[config.mk]
export PLATFORM = sky130hd
export DESIGN_NAME = rfrp_ctrl
export DESIGN_NICKNAME = d
export VERILOG_FILES = /design/src/hdl/rfrp_pkg.sv /design/src/hdl/rfrp_ctrl.sv
export SDC_FILE = /design/constraint.sdc
export NUM_CORES = 1
export LEC_CHECK = 0
export ABC_CLOCK_PERIOD_IN_PS = 4300
export BUFFER_PORTS_ARGS = -buffer_cell sky130_fd_sc_hd__buf_2
export CORE_MARGIN = 2
export CORE_UTILIZATION = 35
export DETAILED_ROUTE_END_ITERATION = 8
export GPL_TIMING_DRIVEN = 0
export PLACE_DENSITY_LB_ADDON = 0.08
export SYNTH_ARGS = -nofsm -noshare
export SYNTH_HDL_FRONTEND = slang
export SYNTH_SLANG_ARGS = --single-unit
[constraint.sdc]
create_clock -name clk -period 4.3 [get_ports clk]
set_clock_uncertainty 0.05 [all_clocks]
set_input_delay 0.43 -clock clk [delete_from_list [all_inputs] [get_ports clk]]
set_output_delay 0.43 -clock clk [all_outputs]
set_load 0.005 [all_outputs]
[src/hdl/rfrp_pkg.sv]
// Shared definitions for the render FIFO and RAM port.
// Holds the register map, operation codes and the response record.
// Used by every module under hdl/.
package rfrp_pkg;

  localparam int unsigned FIFO_DEPTH_DEFAULT    = 2048;
  localparam int unsigned RAM_ADDR_BITS_DEFAULT = 16;

  localparam int unsigned DATA_W   = 32;
  localparam int unsigned HALF_W   = 16;
  localparam int unsigned OFS_W    = 9;
  localparam int unsigned BANK_BIT = 22;

  localparam logic OP_READ  = 1'b0;
  localparam logic OP_WRITE = 1'b1;

  localparam logic [OFS_W-1:0] OFS_FIFO_HI      = 9'h000;
  localparam logic [OFS_W-1:0] OFS_FIFO_LO      = 9'h001;
  localparam logic [OFS_W-1:0] OFS_STATUS       = 9'h11b;
  localparam logic [OFS_W-1:0] OFS_SLAVE_STATUS = 9'h11c;
  localparam logic [OFS_W-1:0] OFS_CLEAR        = 9'h11d;
  localparam logic [OFS_W-1:0] OFS_POINTER      = 9'h11e;
  localparam logic [OFS_W-1:0] OFS_RAM_DATA     = 9'h11f;

  localparam logic [HALF_W-1:0] STATUS_VALUE = 16'h8000;

  // Source of read_data for a finished transaction.
  typedef enum logic [2:0] {
    SRC_ZERO    = 3'd0,
    SRC_FIFO_HI = 3'd1,
    SRC_FIFO_LO = 3'd2,
    SRC_STATUS  = 3'd3,
    SRC_RAM     = 3'd4
  } src_t;

  typedef struct packed {
    logic valid;
    src_t src;
    logic flag_update;
    logic flag_level;
    logic unmapped;
  } rsp_t;

endpackage

[src/hdl/rfrp_ctrl.sv]
// Register decode, FIFO indexes and RAM pointer; drives both memories and
// registers the response record. Depends on rfrp_pkg.
module rfrp_ctrl #(
  parameter int unsigned FIFO_DEPTH    = rfrp_pkg::FIFO_DEPTH_DEFAULT,
  parameter int unsigned RAM_ADDR_BITS = rfrp_pkg::RAM_ADDR_BITS_DEFAULT,
  localparam int unsigned IW = $clog2(FIFO_DEPTH),
  localparam int unsigned AW = RAM_ADDR_BITS + 1
) (
  input  logic                         clk,
  input  logic                         rst,
  input  logic                         start,
  input  logic                         operation,
  input  logic [rfrp_pkg::OFS_W-1:0]   reg_offset,
  input  logic [rfrp_pkg::DATA_W-1:0]  write_data,
  output logic                         fifo_wr_en,
  output logic [IW-1:0]                fifo_wr_addr,
  output logic [rfrp_pkg::DATA_W-1:0]  fifo_wr_data,
  output logic                         fifo_rd_en,
  output logic [IW-1:0]                fifo_rd_addr,
  output logic                         ram_en,
  output logic                         ram_we,
  output logic [AW-1:0]                ram_addr,
  output logic [rfrp_pkg::HALF_W-1:0]  ram_wdata,
  output rfrp_pkg::rsp_t               rsp
);

  localparam logic [IW:0]   HALF = (IW+1)'(FIFO_DEPTH / 2);
  localparam logic [IW-1:0] LAST = IW'(FIFO_DEPTH - 1);

  logic [IW-1:0]               head, head_next;
  logic [IW-1:0]               tail, tail_next;
  logic [rfrp_pkg::DATA_W-1:0] ptr, ptr_next;
  rfrp_pkg::rsp_t              rsp_next;

  always_comb begin
    head_next    = head;
    tail_next    = tail;
    ptr_next     = ptr;
    fifo_wr_en   = 1'b0;
    fifo_rd_en   = 1'b0;
    ram_en       = 1'b0;
    ram_we       = 1'b0;
    rsp_next     = '0;
    rsp_next.src = rfrp_pkg::SRC_ZERO;
    if (start) begin
      rsp_next.valid = 1'b1;
      if (operation == rfrp_pkg::OP_READ) begin
        unique case (reg_offset)
          rfrp_pkg::OFS_FIFO_HI: begin
            fifo_rd_en   = 1'b1;
            rsp_next.src = rfrp_pkg::SRC_FIFO_HI;
          end
          rfrp_pkg::OFS_FIFO_LO: begin
            fifo_rd_en           = 1'b1;
            rsp_next.src         = rfrp_pkg::SRC_FIFO_LO;
            rsp_next.flag_update = 1'b1;
            rsp_next.flag_level  = !(({1'b0, head} + (IW+1)'(1)) < HALF);
            head_next            = (head == LAST) ? '0 : head + IW'(1);
          end
          rfrp_pkg::OFS_STATUS, rfrp_pkg::OFS_SLAVE_STATUS: begin
            rsp_next.src = rfrp_pkg::SRC_STATUS;
          end
          rfrp_pkg::OFS_RAM_DATA: begin
            ram_en       = 1'b1;
            rsp_next.src = rfrp_pkg::SRC_RAM;
            ptr_next     = ptr + 32'd1;
          end
          default: begin
            rsp_next.unmapped = 1'b1;
          end
        endcase
      end else begin
        unique case (reg_offset)
          rfrp_pkg::OFS_FIFO_HI: begin
            fifo_wr_en           = 1'b1;
            rsp_next.flag_update = 1'b1;
            rsp_next.flag_level  = {1'b0, tail} < HALF;
            tail_next            = (tail == LAST) ? '0 : tail + IW'(1);
          end
          rfrp_pkg::OFS_CLEAR: begin
            head_next = '0;
            tail_next = '0;
          end
          rfrp_pkg::OFS_POINTER: begin
            ptr_next = write_data;
          end
          rfrp_pkg::OFS_RAM_DATA: begin
            ram_en   = 1'b1;
            ram_we   = 1'b1;
            ptr_next = ptr + 32'd1;
          end
          default: begin
            rsp_next.unmapped = 1'b1;
          end
        endcase
      end
    end
  end

  assign fifo_wr_addr = tail;
  assign fifo_wr_data = write_data;
  assign fifo_rd_addr = head;
  assign ram_addr     = {ptr[rfrp_pkg::BANK_BIT], ptr[RAM_ADDR_BITS-1:0]};
  assign ram_wdata    = write_data[rfrp_pkg::HALF_W-1:0];

  always_ff @(posedge clk) begin
    if (rst) begin
      head <= '0;
      tail <= '0;
      ptr  <= '0;
      rsp  <= '0;
    end else begin
      head <= head_next;
      tail <= tail_next;
      ptr  <= ptr_next;
      rsp  <= rsp_next;
    end
  end

endmodule

Word-level counts from Yosys, hierarchy flattened
Cells that the tools add are included.
Widths: inputs -> output; s select.

storage, ports and cells
  register bits after elaboration = 61
  latch bits = 0
  bits in writable memories = 0
  memory bits (read-only) = 0
  input port bits = 45
  output and inout port bits = 98
  word-level logic and storage cells = 66
  memories = 0

cells by class
  add/sub/neg operators = 4
  $mul = 0
  divide/modulo/power cells = 0
  order comparisons = 2
  eq/ne operators = 9
  shift-type cells = 0
  mux-type cells = 27
  bitwise operators = 1
  reductions and logical operators = 15

operators with widths
  kind                   count
  $mux 32                2
  $pmux 32 s2            1
  $mux 11                5
  $eq 9x9->1 const B     5
  $add 32x1->32 const B  1
  $add 11x1->11 const B  2
  $eq 11x11->1 const B   2
  $pmux 11 s2            1
  $add 11x1->12 const B  1
  $lt 12x11->1 const B   1
  $mux 1                 12
  $pmux 3 s4             1
  $lt 11x11->1 const B   1
  $eq 9x1->1 const B     1
  $logic_not 9->1        1
  $reduce_and 3->1       3
  $reduce_bool 2->1      4
  $mux 7                 1
  $mux 3                 2
  $reduce_or 2->1        3
  $reduce_or 5->1        1
  $mux 2                 2
  $reduce_or 4->1        1
  $reduce_or 3->1        1
  other kinds (3)        3

Depth between registers and ports, before layout
  depth after elaboration = 6
  depth in mapped cells = 9
  gate-level depth less buffers = 6

Worst setup path before layout
Ideal clock, no wire load.

  path kind = input port to flip-flop
  start = in reg_offset[5] (netlist name)
  end = reg tail[10] (netlist: fifo_wr_addr[10])
  library setup time = 0.072 ns
  data arrival time = 2.135 ns
  data required time = 4.178 ns
  slack = 2.042 ns
  stages on the path = 7
  path buffers = 2
  cell sequence = or3_1 -> buf_2 -> nor4_1 -> o21ai_1 -> buf_2 -> or4_1 -> a21oi_1

on the way
  cells in the longest elaborated chain, start to end = 3
  elaborated cells on any way between the ends = 5
  those cells by class = eq/ne: 1; mux: 1; reduce/logical: 3

RTL lines
  item                                           RTL line          text
  from (decl)                                    rfrp_ctrl.sv:13   input logic [rfrp_pkg::OFS_W-1:0] reg_offset,
  $eq 9x9->1 or $logic_not 9->1 (tied branches)  rfrp_ctrl.sv:73   unique case (reg_offset)
  $reduce_bool 2->1 (no line)                    -
  $reduce_and 3->1 (no line)                     -
  to (signal assigned)                           rfrp_ctrl.sv:114  tail <= tail_next;
  to (decl)                                      rfrp_ctrl.sv:31   logic [IW-1:0] tail, tail_next;

Parallel ways exist; a longest one is shown, timed or not.
A chain may end at the register's enable or synchronous reset.

Worst setup path after layout
  start = in reg_offset[1] (netlist name)
  end = out ram_en

on the way
  cells in the longest elaborated chain, start to end = 3

RTL lines
  item        RTL line                          text
  $eq 9x9->1  rfrp_ctrl.sv:48, rfrp_ctrl.sv:73
  $mux 1      rfrp_ctrl.sv:48, rfrp_ctrl.sv:73
  $mux 1      rfrp_ctrl.sv:45                   if (start) begin
  to (decl)   rfrp_ctrl.sv:20                   output logic ram_en,

Every way passes these cells.

==> flow_summary.yaml <==
status:
  outcome: "finished, final reports clean"
sta:
  slew-limit-headroom: 0.418
  timing.final.crit_share: 0.576
  maxSlewViolCount: 0
  worst_slew_pin_slew_ps: 866
  setup-violations-final: 0
  hold_viol: 0
  setup_ws_ps: 1820
  setup_tns_ps: 0
  fin_crit_ps: 2480
  grt_setup_unrepaired: "no"
  timing.fmax_mhz: 404
place:
  pre_cts_slack_ps: 1580
  placed_cells: 713
  dp_hpwl_um: 7700
  io_buffers: 133
  gp_congestion: 0.879
drt:
  drt-total-wl_um: 10200
  ant_nets: 0
  vias_per_cell: 5.06
  wire_per_inst_um: 14.1
  drc: 0
  first_pass_iters: 5
  drt_iter0_drc: 155
  vias: 3646
cts:
  hold_buffers: 0
  cts-resized-gates: 0
  path_clk_slew_ps: 100
  postCtsSetupRepairBufs: 0
  clock-sinks: 52
  cts_made_buffers: 5
  cts_max_level: 2
  cts-root-buf: "clkbuf_8"
  clk_latency_ps: 320
  cts.path.max_buffers: 2
  cts_tree: "built"
die:
  num_rows: 36
  io_pins: 143
  dieArea_um2: 10800
  die_h_um: 104
  start_util: 0.359
  die_x_um: 104
  core_area_um2: 9730
setup_path:
  cp_max_fo: 10
  cp_data_required_time_ps: 3820
  crit_path_end_kind: "output pin"
  worstRegToRegCells: 5
  startpoint_type: "input pin"
  crit_type: "input pin to output pin"
  arrival_ps: 2000
global_route:
  grt_pass1_vias: 3347
  grt_max_degree: 19
  grt_pass1_wl_um: 16500
  grt_usage: 0.184
  grt_antenna_before_repair: 0
  grt_overflow: 0
synthesis:
  synth_fa_ha_area_frac: 0.0108
  syn-num-nets: 495
  ys_types: 52
  ys_seq_area_frac: 0.298
  synthMostInstantiatedCell: "buf_4"
  synth_edf_count: 0
  yosys.area.top_type: "dfxtp_1"
  yosys_warnings: 0
  synth_common_cells: "65 x buf_4, 52 x dfxtp_1, 40 x a21oi_1, 32 x nand2_1, 24 x nor2_1"
  ys.flop_type: "dfxtp_1"
  syn_area_um2: 3490
  synth_compound_area_frac: 0.210
  synth_top_family_by_area: "simple AND/OR/NAND/NOR gates"
  synth_mux_area_frac: 0.00573
  synth_seq_cells: 52
  synth_area_per_cell_um2: 7.81
  synthTopCellsByArea: "dfxtp_1 30%, buf_4 14%, a21oi_1 5.7%"
  synthSimpleGateAreaFrac: 0.265
  synthCells: 447
  synth_async_sr_flop_share: 0
  synth_xor_area_frac: 0.0301
  synth_top_area_frac: 0.298
final_layout:
  finalNetCount: 635
  fillCellCount: 1037
  diodes: 0
  areaGrowthSynthToFinish_pct: 26.5
  drive_gt1_frac: 0.374
  fin_cells: 721
power:
  ir_worst_vdd_v: 0.000115
  finalPower_uw: 931
  power_density_nw_per_um2: 211
  power_leakage_uw: 0.00188
hold_path:
  hp-class: "input pin to flop"
  hold_depth: 3
run:
  cap_violations: 0
-- layout by cell type, fill, tap and decap left out, types with 3 or more instances in the layout --
cell type and count:
o2111ai_1 4, nor3_1 9, nor4_1 7, or3_1 9
o21ai_0 21, clkbuf_8 5, a31oi_1 10, nand3_1 21
and3_1 5, xnor2_1 6, xor2_1 6, o32ai_1 6
o211ai_1 7, o31ai_1 6, buf_4 65, nand2b_1 6
inv_1 12, nand3b_1 4, ha_1 3, dfxtp_1 52
nor4b_1 4, a21oi_1 40, and4_1 5, and2_1 6
nand2_1 32, clkbuf_1 16, nand4_1 9, nor2_1 24
a211oi_1 4, buf_2 137, or4_1 8, nor2b_1 4
a21o_1 5
-- power by group --
group          internal (uW)  switching [uW]  leakage (uW)
Combinational           70.2            70.1       0.00141
Clock                    119             188     0.0000452
Sequential               483           0.507      0.000419
-- cell type report --
class                      count  area (um^2)  area share
multi-input combinational    296         1820       0.412
sequential                    52         1040       0.236
timing repair buffer         133          666       0.151
buffer                        87          584       0.132
tap                          133          166      0.0377
clock buffer                   5         68.8      0.0156
inverter                      12         45.0      0.0102
clock inverter                 3         25.0     0.00567
-- state kept, by name, summed over array words and instances (netlist names) --
name and count:
rsp 7, fifo_wr_addr 11, ptr 23, fifo_rd_addr 11
-- logic make-up (layout without fill, tap and decap cells) --
logic type,after synthesis,after routing
and+or+nand+nor,162,162
AOI/OAI and AO/OA,117,117
buffers and inverters,99,240
DFF,52,52
xor gates and xnor gates,12,12
adders and majority gates,3,3
muxes,2,2
-- per-layer routing --
layer,wire length (um),part of all wire,global-route usage,vias to the layer above
met2,4510,0.44,0.293,143
met3,682,0.067,0.0357,6
met5,0,0,0,-
met4,80,0.0079,0.0444,0
met1,4900,0.48,0.258,1646
li1,-,-,-,1851
-- path summary, 6_finish.rpt --
check                         end       startpoint  slack [ps]
hold / removal            ptr[17]   write_data[17]         340
hold reg to reg   fifo_wr_addr[1]  fifo_wr_addr[1]         450
setup / recovery           ram_en    reg_offset[1]        1820
setup reg to reg          ptr[20]           ptr[5]        1840
-- critical path, cell delays in order --
cell and delay (ps):
buf_2 130, clkbuf_1 400, nand2_1 220, nor3_1 490, and2_1 210, buf_2 120
-- metrics by stage --
step                      hold WS (ps)  instance area (um^2)   util
after global routing               342                  4420  0.454
after global placement             425                  4320  0.444
after detailed placement           439                  4320  0.444
final                              343                  4420  0.454
after floorplan                    416                  3490      -
after CTS                          338                  4420  0.454
No activity file was read; power rests on OpenSTA's default activity.
